==> src/rtl/double_ended_queue_assert.svh <==
// ----------------------------------------------------------------------------
// Deque assertion macros
// Concurrent assertion wrappers that compile away in synthesis builds.
// ----------------------------------------------------------------------------
`ifndef DOUBLE_ENDED_QUEUE_ASSERT_SVH
`define DOUBLE_ENDED_QUEUE_ASSERT_SVH

`ifndef SYNTHESIS
// Property checked at every rising clock edge outside of reset.
`define DEQ_ASSERT(lbl, clk, rstn, prop) \
  lbl: assert property (@(posedge clk) disable iff (!rstn) (prop)) \
    else $error("double_ended_queue: assertion failed");
// Consequent must hold in the cycle after the antecedent.
`define DEQ_ASSERT_NEXT(lbl, clk, rstn, ante, cons) \
  lbl: assert property (@(posedge clk) disable iff (!rstn) (ante) |=> (cons)) \
    else $error("double_ended_queue: assertion failed");
`else
`define DEQ_ASSERT(lbl, clk, rstn, prop)
`define DEQ_ASSERT_NEXT(lbl, clk, rstn, ante, cons)
`endif

`endif

==> src/rtl/dq_pkg.sv <==
// ----------------------------------------------------------------------------
// Deque package
// Command and error codes, sequencer states and the control bundle.
// ----------------------------------------------------------------------------
package dq_pkg;

  typedef enum logic [2:0] {
    CMD_PUSH_BACK  = 3'd0,
    CMD_PUSH_FRONT = 3'd1,
    CMD_POP_BACK   = 3'd2,
    CMD_POP_FRONT  = 3'd3,
    CMD_READ_INDEX = 3'd4,
    CMD_WRITE_INDEX = 3'd5,
    CMD_CLEAR      = 3'd6
  } cmd_e;

  typedef enum logic [1:0] {
    ERR_NONE     = 2'd0,
    ERR_EMPTY    = 2'd1,
    ERR_OVERFLOW = 2'd2,
    ERR_RANGE    = 2'd3
  } err_e;

  typedef enum logic [3:0] {
    ST_IDLE  = 4'b0001,
    ST_DATA  = 4'b0010,
    ST_FRONT = 4'b0100,
    ST_BACK  = 4'b1000
  } st_e;

  // Control from the sequencer to the result stage.
  typedef struct packed {
    logic cap_data;
    logic cap_front;
    logic cap_back;
    logic data_ok;
    logic nonempty;
    logic full;
    err_e err;
  } ctl_t;

endpackage

==> src/rtl/dq_ram.sv <==
// ----------------------------------------------------------------------------
// Deque RAM
// Generic simple dual-port RAM with one write port and a registered read.
// ----------------------------------------------------------------------------
module dq_ram #(
  parameter int WIDTH = 64,
  parameter int DEPTH = 16
) (
  input  logic                     clk_i,
  input  logic                     we_i,
  input  logic [$clog2(DEPTH)-1:0] waddr_i,
  input  logic [WIDTH-1:0]         wdata_i,
  input  logic [$clog2(DEPTH)-1:0] raddr_i,
  output logic [WIDTH-1:0]         rdata_o
);

  logic [WIDTH-1:0] mem [DEPTH];
  logic [WIDTH-1:0] rdata_q;

  always_ff @(posedge clk_i) begin
    if (we_i) begin
      mem[waddr_i] <= wdata_i;
    end
    rdata_q <= mem[raddr_i];
  end

  assign rdata_o = rdata_q;

endmodule

==> src/rtl/dq_ctrl.sv <==
// ----------------------------------------------------------------------------
// Deque sequencer
// Holds head and occupancy, decodes commands and steps the RAM reads.
// ----------------------------------------------------------------------------
module dq_ctrl #(
  parameter int DEPTH = 16
) (
  input  logic                       clk_i,
  input  logic                       rst_ni,
  input  logic                       start_i,
  input  logic [2:0]                 command_i,
  input  logic [3:0]                 index_i,
  output logic                       busy_o,
  output logic                       ram_we_o,
  output logic [$clog2(DEPTH)-1:0]   ram_waddr_o,
  output logic [$clog2(DEPTH)-1:0]   ram_raddr_o,
  output logic [$clog2(DEPTH+1)-1:0] count_o,
  output dq_pkg::ctl_t               ctl_o
);
  import dq_pkg::*;

  localparam int PTR_W = $clog2(DEPTH);
  localparam int CNT_W = $clog2(DEPTH + 1);
  localparam int SUM_W = CNT_W + 1;
  localparam int CMP_W = (CNT_W > 4) ? CNT_W : 4;

  st_e              st_q, st_d;
  logic [PTR_W-1:0] head_q, head_d;
  logic [CNT_W-1:0] occ_q, occ_d;
  err_e             err_q, err_d;
  logic             ok_q, ok_d;
  cmd_e             cmd;
  logic             empty, full, idx_bad;
  logic [CNT_W-1:0] idx;
  logic [PTR_W-1:0] head_dec;

  // Ring slot of position pos counted from head; the sum stays below 2*DEPTH.
  function automatic logic [PTR_W-1:0] slot(input logic [PTR_W-1:0] h,
                                            input logic [CNT_W-1:0] pos);
    logic [SUM_W-1:0] s;
    s = SUM_W'(h) + SUM_W'(pos);
    if (s >= SUM_W'(DEPTH)) begin
      s = s - SUM_W'(DEPTH);
    end
    return s[PTR_W-1:0];
  endfunction

  assign cmd      = cmd_e'(command_i);
  assign empty    = (occ_q == '0);
  assign full     = (occ_q == CNT_W'(DEPTH));
  assign idx_bad  = (CMP_W'(index_i) >= CMP_W'(occ_q));
  assign idx      = CNT_W'(CMP_W'(index_i));
  assign head_dec = (head_q == '0) ? PTR_W'(DEPTH - 1) : head_q - 1'b1;

  always_comb begin
    st_d        = st_q;
    head_d      = head_q;
    occ_d       = occ_q;
    err_d       = err_q;
    ok_d        = ok_q;
    ram_we_o    = 1'b0;
    ram_waddr_o = slot(head_q, idx);
    ram_raddr_o = slot(head_q, idx);
    unique case (st_q)
      ST_IDLE: begin
        if (start_i) begin
          st_d  = ST_DATA;
          err_d = ERR_NONE;
          ok_d  = 1'b0;
          unique case (cmd)
            CMD_PUSH_BACK: begin
              if (full) begin
                err_d = ERR_OVERFLOW;
              end else begin
                ram_we_o    = 1'b1;
                ram_waddr_o = slot(head_q, occ_q);
                occ_d       = occ_q + 1'b1;
              end
            end
            CMD_PUSH_FRONT: begin
              if (full) begin
                err_d = ERR_OVERFLOW;
              end else begin
                ram_we_o    = 1'b1;
                ram_waddr_o = head_dec;
                head_d      = head_dec;
                occ_d       = occ_q + 1'b1;
              end
            end
            CMD_POP_BACK: begin
              if (empty) begin
                err_d = ERR_EMPTY;
              end else begin
                ram_raddr_o = slot(head_q, occ_q - 1'b1);
                ok_d        = 1'b1;
                occ_d       = occ_q - 1'b1;
              end
            end
            CMD_POP_FRONT: begin
              if (empty) begin
                err_d = ERR_EMPTY;
              end else begin
                ram_raddr_o = head_q;
                ok_d        = 1'b1;
                head_d      = slot(head_q, CNT_W'(1));
                occ_d       = occ_q - 1'b1;
              end
            end
            CMD_READ_INDEX: begin
              if (empty) begin
                err_d = ERR_EMPTY;
              end else if (idx_bad) begin
                err_d = ERR_RANGE;
              end else begin
                ok_d = 1'b1;
              end
            end
            CMD_WRITE_INDEX: begin
              if (idx_bad) begin
                err_d = ERR_RANGE;
              end else begin
                ram_we_o = 1'b1;
              end
            end
            CMD_CLEAR: begin
              occ_d  = '0;
              head_d = '0;
            end
            default: ;
          endcase
        end
      end
      ST_DATA: begin
        ram_raddr_o = head_q;
        st_d        = ST_FRONT;
      end
      ST_FRONT: begin
        ram_raddr_o = empty ? '0 : slot(head_q, occ_q - 1'b1);
        st_d        = ST_BACK;
      end
      ST_BACK: begin
        st_d = ST_IDLE;
      end
      default: st_d = ST_IDLE;
    endcase
  end

  always_ff @(posedge clk_i or negedge rst_ni) begin
    if (!rst_ni) begin
      st_q   <= ST_IDLE;
      head_q <= '0;
      occ_q  <= '0;
      err_q  <= ERR_NONE;
      ok_q   <= 1'b0;
    end else begin
      st_q   <= st_d;
      head_q <= head_d;
      occ_q  <= occ_d;
      err_q  <= err_d;
      ok_q   <= ok_d;
    end
  end

  assign busy_o          = (st_q != ST_IDLE);
  assign count_o         = occ_q;
  assign ctl_o.cap_data  = (st_q == ST_DATA);
  assign ctl_o.cap_front = (st_q == ST_FRONT);
  assign ctl_o.cap_back  = (st_q == ST_BACK);
  assign ctl_o.data_ok   = ok_q;
  assign ctl_o.nonempty  = !empty;
  assign ctl_o.full      = full;
  assign ctl_o.err       = err_q;

endmodule

==> src/rtl/double_ended_queue.sv <==
// ----------------------------------------------------------------------------
// Double-ended queue
// Bounded deque of words kept in a RAM ring buffer with head and occupancy.
// ----------------------------------------------------------------------------
// Usage:
// A command transfer is taken at a rising edge where start_i is high and
// busy_o is low; command_i, value_i and index_i are sampled at that edge.
// Commands push or pop at either end, read or overwrite a word by its
// position from the front, or clear the queue.
// Every command produces exactly one result transfer: valid_o is high for
// one cycle, with the popped or read word, the count after the command,
// empty and full flags, the front and back words and an error code.
// After the transfer the sequencer walks the states ST_DATA, ST_FRONT and
// ST_BACK: the single read port of the store RAM is used once for the
// popped or read word, once for the front word and once for the back word,
// and the result is then registered. busy_o is high from a transfer until
// the result is presented; a new command may be given in that cycle.
// Reset empties the queue; the RAM contents are not cleared, since only
// stored words are ever read. The receiver cannot stall the result.
// ----------------------------------------------------------------------------
module double_ended_queue #(
  parameter int DEPTH      = 16,
  parameter int WORD_WIDTH = 64
) (
  input  logic                       clk_i,
  input  logic                       rst_ni,
  input  logic                       start_i,
  output logic                       busy_o,
  input  logic [2:0]                 command_i,
  input  logic [WORD_WIDTH-1:0]      value_i,
  input  logic [3:0]                 index_i,
  output logic                       valid_o,
  output logic [WORD_WIDTH-1:0]      data_o,
  output logic [$clog2(DEPTH+1)-1:0] count_o,
  output logic                       is_empty_o,
  output logic                       is_full_o,
  output logic [WORD_WIDTH-1:0]      front_word_o,
  output logic [WORD_WIDTH-1:0]      back_word_o,
  output logic [1:0]                 error_o
);
  import dq_pkg::*;

  `include "double_ended_queue_assert.svh"

  localparam int PTR_W = $clog2(DEPTH);
  localparam int CNT_W = $clog2(DEPTH + 1);

  logic                  ram_we;
  logic [PTR_W-1:0]      ram_waddr, ram_raddr;
  logic [WORD_WIDTH-1:0] ram_rdata;
  logic [CNT_W-1:0]      count;
  ctl_t                  ctl;

  // Partial result words collected while the sequencer walks the reads.
  logic [WORD_WIDTH-1:0] data_q, front_q;
  logic                  valid_q;

  // Result registers.
  logic [WORD_WIDTH-1:0] res_data_q, res_front_q, res_back_q;
  logic [CNT_W-1:0]      res_count_q;
  logic                  res_empty_q, res_full_q;
  err_e                  res_err_q;

  // Consistency of the presented result, used by the checks below.
  logic                  result_sane;

  dq_ctrl #(
    .DEPTH (DEPTH)
  ) u_ctrl (
    .clk_i       (clk_i),
    .rst_ni      (rst_ni),
    .start_i     (start_i),
    .command_i   (command_i),
    .index_i     (index_i),
    .busy_o      (busy_o),
    .ram_we_o    (ram_we),
    .ram_waddr_o (ram_waddr),
    .ram_raddr_o (ram_raddr),
    .count_o     (count),
    .ctl_o       (ctl)
  );

  // The only write happens at the command transfer edge, so every later
  // read of the same command already sees the updated entry.
  dq_ram #(
    .WIDTH (WORD_WIDTH),
    .DEPTH (DEPTH)
  ) u_store (
    .clk_i   (clk_i),
    .we_i    (ram_we),
    .waddr_i (ram_waddr),
    .wdata_i (value_i),
    .raddr_i (ram_raddr),
    .rdata_o (ram_rdata)
  );

  // Words are zeroed when the command had no valid read or the queue is
  // empty; the back word is zeroed as it enters the result registers.
  always_ff @(posedge clk_i) begin
    if (ctl.cap_data) begin
      data_q <= ctl.data_ok ? ram_rdata : '0;
    end
    if (ctl.cap_front) begin
      front_q <= ctl.nonempty ? ram_rdata : '0;
    end
    if (ctl.cap_back) begin
      res_data_q  <= data_q;
      res_front_q <= front_q;
      res_back_q  <= ctl.nonempty ? ram_rdata : '0;
      res_count_q <= count;
      res_empty_q <= !ctl.nonempty;
      res_full_q  <= ctl.full;
      res_err_q   <= ctl.err;
    end
  end

  always_ff @(posedge clk_i or negedge rst_ni) begin
    if (!rst_ni) begin
      valid_q <= 1'b0;
    end else begin
      valid_q <= ctl.cap_back;
    end
  end

  assign valid_o      = valid_q;
  assign data_o       = res_data_q;
  assign count_o      = res_count_q;
  assign is_empty_o   = res_empty_q;
  assign is_full_o    = res_full_q;
  assign front_word_o = res_front_q;
  assign back_word_o  = res_back_q;
  assign error_o      = res_err_q;

  assign result_sane = (count_o <= CNT_W'(DEPTH)) &&
                       ((error_o == ERR_NONE) || (data_o == '0));

  // A taken command keeps the block busy in the following cycle.
  `DEQ_ASSERT_NEXT(a_busy_after_start, clk_i, rst_ni, start_i && !busy_o, busy_o)
  // Each taken command produces its result after ST_DATA, ST_FRONT and ST_BACK.
  `DEQ_ASSERT(a_result_latency, clk_i, rst_ni, (start_i && !busy_o) |-> ##4 valid_o)
  // The result strobe never overlaps the busy window of a command.
  `DEQ_ASSERT(a_valid_not_busy, clk_i, rst_ni, valid_o |-> !busy_o)
  // Failed pops and reads return a zero word and the count stays in range.
  `DEQ_ASSERT(a_result_sane, clk_i, rst_ni, valid_o |-> result_sane)

endmodule
==> config.mk <==
export PLATFORM = sky130hd
export DESIGN_NAME = double_ended_queue
export DESIGN_NICKNAME = d
export VERILOG_FILES = /design/src/rtl/dq_pkg.sv /design/src/rtl/dq_ram.sv /design/src/rtl/dq_ctrl.sv /design/src/rtl/double_ended_queue.sv
export VERILOG_INCLUDE_DIRS = /design/src /design/src/rtl
export SDC_FILE = /design/constraint.sdc
export NUM_CORES = 1
export LEC_CHECK = 0
export BUFFER_PORTS_ARGS = -buffer_cell sky130_fd_sc_hd__clkbuf_2
export CAP_MARGIN = 10
export CORE_MARGIN = 5
export CORE_UTILIZATION = 45
export DETAILED_ROUTE_END_ITERATION = 8
export GPL_TIMING_DRIVEN = 0
export PLACE_DENSITY = 0.59
export SETUP_SLACK_MARGIN = 0.02
export SLEW_MARGIN = 10
export SYNTH_ARGS = -nofsm -noshare
export SYNTH_HDL_FRONTEND = slang
export SYNTH_HIERARCHICAL = 1
export SYNTH_SLANG_ARGS = --single-unit
==> constraint.sdc <==
create_clock -name clk_i -period 37.1 [get_ports clk_i]
set_input_delay 1.855 -clock clk_i [delete_from_list [all_inputs] [get_ports clk_i]]
set_output_delay 1.855 -clock clk_i [all_outputs]
set_load 0.02 [all_outputs]
==> impl_metrics.ini <==
[power_and_ir_drop]
fin_total_pwr_uw = 5210
ir_drop_mv = 0.0665
p_per_area_nw_per_um2 = 83.9
power.static_leakage_uw = 0.0208

[clocking]
cts_setup_buffers = 0
cts_root_buf = clkbuf_16
cts_made_buffers = 148
htreeDepth = 4
clk_pin_slew_ps = 60
cts_tree = done
cts.sinks = 1434
clk_latency_ps = 740
cts_buffer_depth = 3
postCtsHoldBufs = 0
cts_resized = 0

[routing]
first_pass_iters = 5
wirelength_um = 120000
detail-route-antenna-nets = 0
drt-initial-drc-count = 2161
drt-wirelength-per-cell_um = 26.4
drc = 0
avgViaCountPerCell = 5.53
route.vias.total = 25157

[synth]
synthArstFlopShare = 0.0119
syn_inst = 2357
yosysWarnings = 6
syn_area_per_cell_um2 = 22.2
synthAdderAreaFrac = 0.00569
synth_simple_gate_area_share = 0.0307
syn_area_um2 = 52300
ys_types = 54
synth_nets = 2453
ys_seq_elements = 1434
synth_compound_area_frac = 0.0278
synthXorXnorAreaFrac = 0.00167
synthMuxAreaShare = 0.111
synth-edff-count = 1353
ys.flop_type = edfxtp_1
synth_top_family_by_area = multiplexers
yosysSeqAreaShare = 0.809

[timing]
final.setup.tns_ps = 0
min_period_ps = 6030
fmax_mhz = 166
rsz0062_at_grt = false
clock_skew_ps = 20.9
slew_viol_final = 0
max-slew-margin-rel = 0.211
setup_ws_ps = 31070
finalHoldViolations = 0
setup_violations = 0
min_period_over_period = 0.162
worst_pin_slew_ps = 1180

[floorplanning]
rows = 125
start_util = 0.452
dieArea_um2 = 123000
coreArea_um2 = 116000
die_h_um = 351
ios = 277
die_w_um = 351

[setup_path]
crit_path_max_incr_delay_ps = 660
cp-end-kind = register
required_ps = 37530
crit_family = simple AND/OR/NAND/NOR gates
cpMostUsedCell = buf_4
r2r_slack_ps = 31760
worstPathCellList = clkbuf_2 -> inv_1 -> ha_1 -> nand2b_1 -> a21o_1 -> a21o_1 -> a21oi_1 -> nor2_1 -> nor3_1 -> or3b_2 -> nor3_2 -> buf_4 -> buf_4 -> buf_4 -> buf_4 -> buf_4
crit_arrival_ps = 6450
cp.depth = 16
worst-path-buf-inv = 7
crit_slowest_cell = nor3_2
path_max_fanout = 9
path_class = in2reg
start_kind = primary input
worstRegToRegCells = 14

[place]
post-place-ws_ps = 30420
dp.cells = 4271
io_buffers = 275
place_congestion = 0.783
hpwl_um = 80300

[final_layout]
final_common_cell = edfxtp_1
final-instance-count-excl-fill = 4549
syn_to_final_growth_pct = 18.6
layout-drive-gt1-share = 0.315
fin_nets = 2993
fillers = 8874
layout_common_cells = 1353 x edfxtp_1, 275 x clkbuf_2, 256 x mux4_2, 151 x clkbuf_16, 133 x and2_1
post-route-util = 0.536

[worst_hold_path]
hp-class = reg2reg
hold_depth = 0

[flow_run]
cap_viol_max_count = 0

[grt]
grt.total_usage = 0.196
grt_overflow = 0
grt_pass1_vias = 26061
grt_max_degree = 65
grt_pass1_wl_um = 175000
antenna_found_initial = 15

[run_status]
run_status = completed
[cells in the mapped netlist (18+ instances only)]
cell | instances | area (um^2)
edfxtp_1 | 1353 | 40600
mux4_2 | 256 | 5770
and2_1 | 133 | 832
a22oi_1 | 128 | 961
nand2_1 | 86 | 323
dfxtp_1 | 64 | 1280
clkbuf_1 | 41 | 154
nor2_1 | 33 | 124
buf_6 | 27 | 304
a21oi_1 | 22 | 110
buf_2 | 20 | 100
ha_1 | 19 | 238
inv_1 | 18 | 67.6
[per-layer routing]
| layer | vias up | global-route usage | share of wire |
|---|---|---|---|
| met5 | - | 0 | 0.00015 |
| met4 | 2 | 0.0520 | 0.021 |
| met3 | 171 | 0.0410 | 0.073 |
| met2 | 927 | 0.325 | 0.49 |
| met1 | 13275 | 0.269 | 0.41 |
| li1 | 10782 | - | - |
[metrics by stage]
step | instance area, um^2 | hold slack, ps
after floorplan | 52300 | 400
after CTS | 62100 | 415
after detailed placement | 57200 | 405
after global routing | 62100 | 407
after global placement | 55600 | 401
final | 62100 | 412
[cell type report]
class / count / area, um^2 / area share
sequential: 1434 / 42300 / 0.682
multi-input combinational: 792 / 9360 / 0.151
clock buffer: 195 / 4030 / 0.0650
timing repair buffer: 390 / 2810 / 0.0452
tap: 1524 / 1910 / 0.0307
clock inverter: 77 / 856 / 0.0138
buffer: 113 / 693 / 0.0112
inverter: 18 / 67.6 / 0.00109
antenna: 6 / 15.0 / 0.000242
[state kept, by name, indices dropped and copies added, names as in the netlist, 2 cells and up]
name and flops:
back_word_o 64, error_o 2, count_o 5, u_ctrl/st_q 4, front_word_o 64, data_q 64
front_q 64, data_o 64, u_ctrl/head_q 4, u_ctrl/count_o 5, u_store/rdata_o 64, u_store/mem 1024
u_ctrl/err_q 2
[final timing paths]
kind	from	endpoint
setup / recovery	index_i[0]	u_store/mem[0][38]$_DFFE_PP_
hold / removal	data_q[10]$_SDFFCE_PN0P_	data_o[10]$_DFFE_PP_
setup reg to reg	u_ctrl/count_o[0]$_DFFE_PN0P_	u_store/mem[0][38]$_DFFE_PP_
hold reg to reg	data_q[10]$_SDFFCE_PN0P_	data_o[10]$_DFFE_PP_
max in group asynchronous	rst_ni	u_ctrl/st_q[0]$_DFFE_PN1P_
min in group asynchronous	rst_ni	u_ctrl/count_o[3]$_DFFE_PN0P_
[kinds of logic (layout without fill, tap and decap cells)]
group | after synthesis | after routing
AOI/OAI and AO/OA | 204 | 204
xor gates and xnor gates | 10 | 10
adders and majority gates | 22 | 22
buffers and inverters | 131 | 793
DFF | 1434 | 1434
muxes | 258 | 258
other | 0 | 6
and+or+nand+nor | 298 | 298
[power by group]
group | internal, uW | switching [uW] | leakage (uW)
Clock | 880 | 597 | 0.00239
Combinational | 719 | 1050 | 0.00545
Sequential | 1920 | 44.1 | 0.0130
[worst register-to-register path, cell delays in order, from the launching register on]
cell and delay, ps:
dfrtp_1 560, ha_1 310, nand2b_1 150, a21o_1 170
a21o_1 180, a21oi_1 410, nor2_1 110, nor3_1 610
or3b_2 630, nor3_2 660, buf_4 350, buf_4 220
buf_4 230, buf_4 230, buf_4 210
No activity file was read; power rests on OpenSTA's default activity.
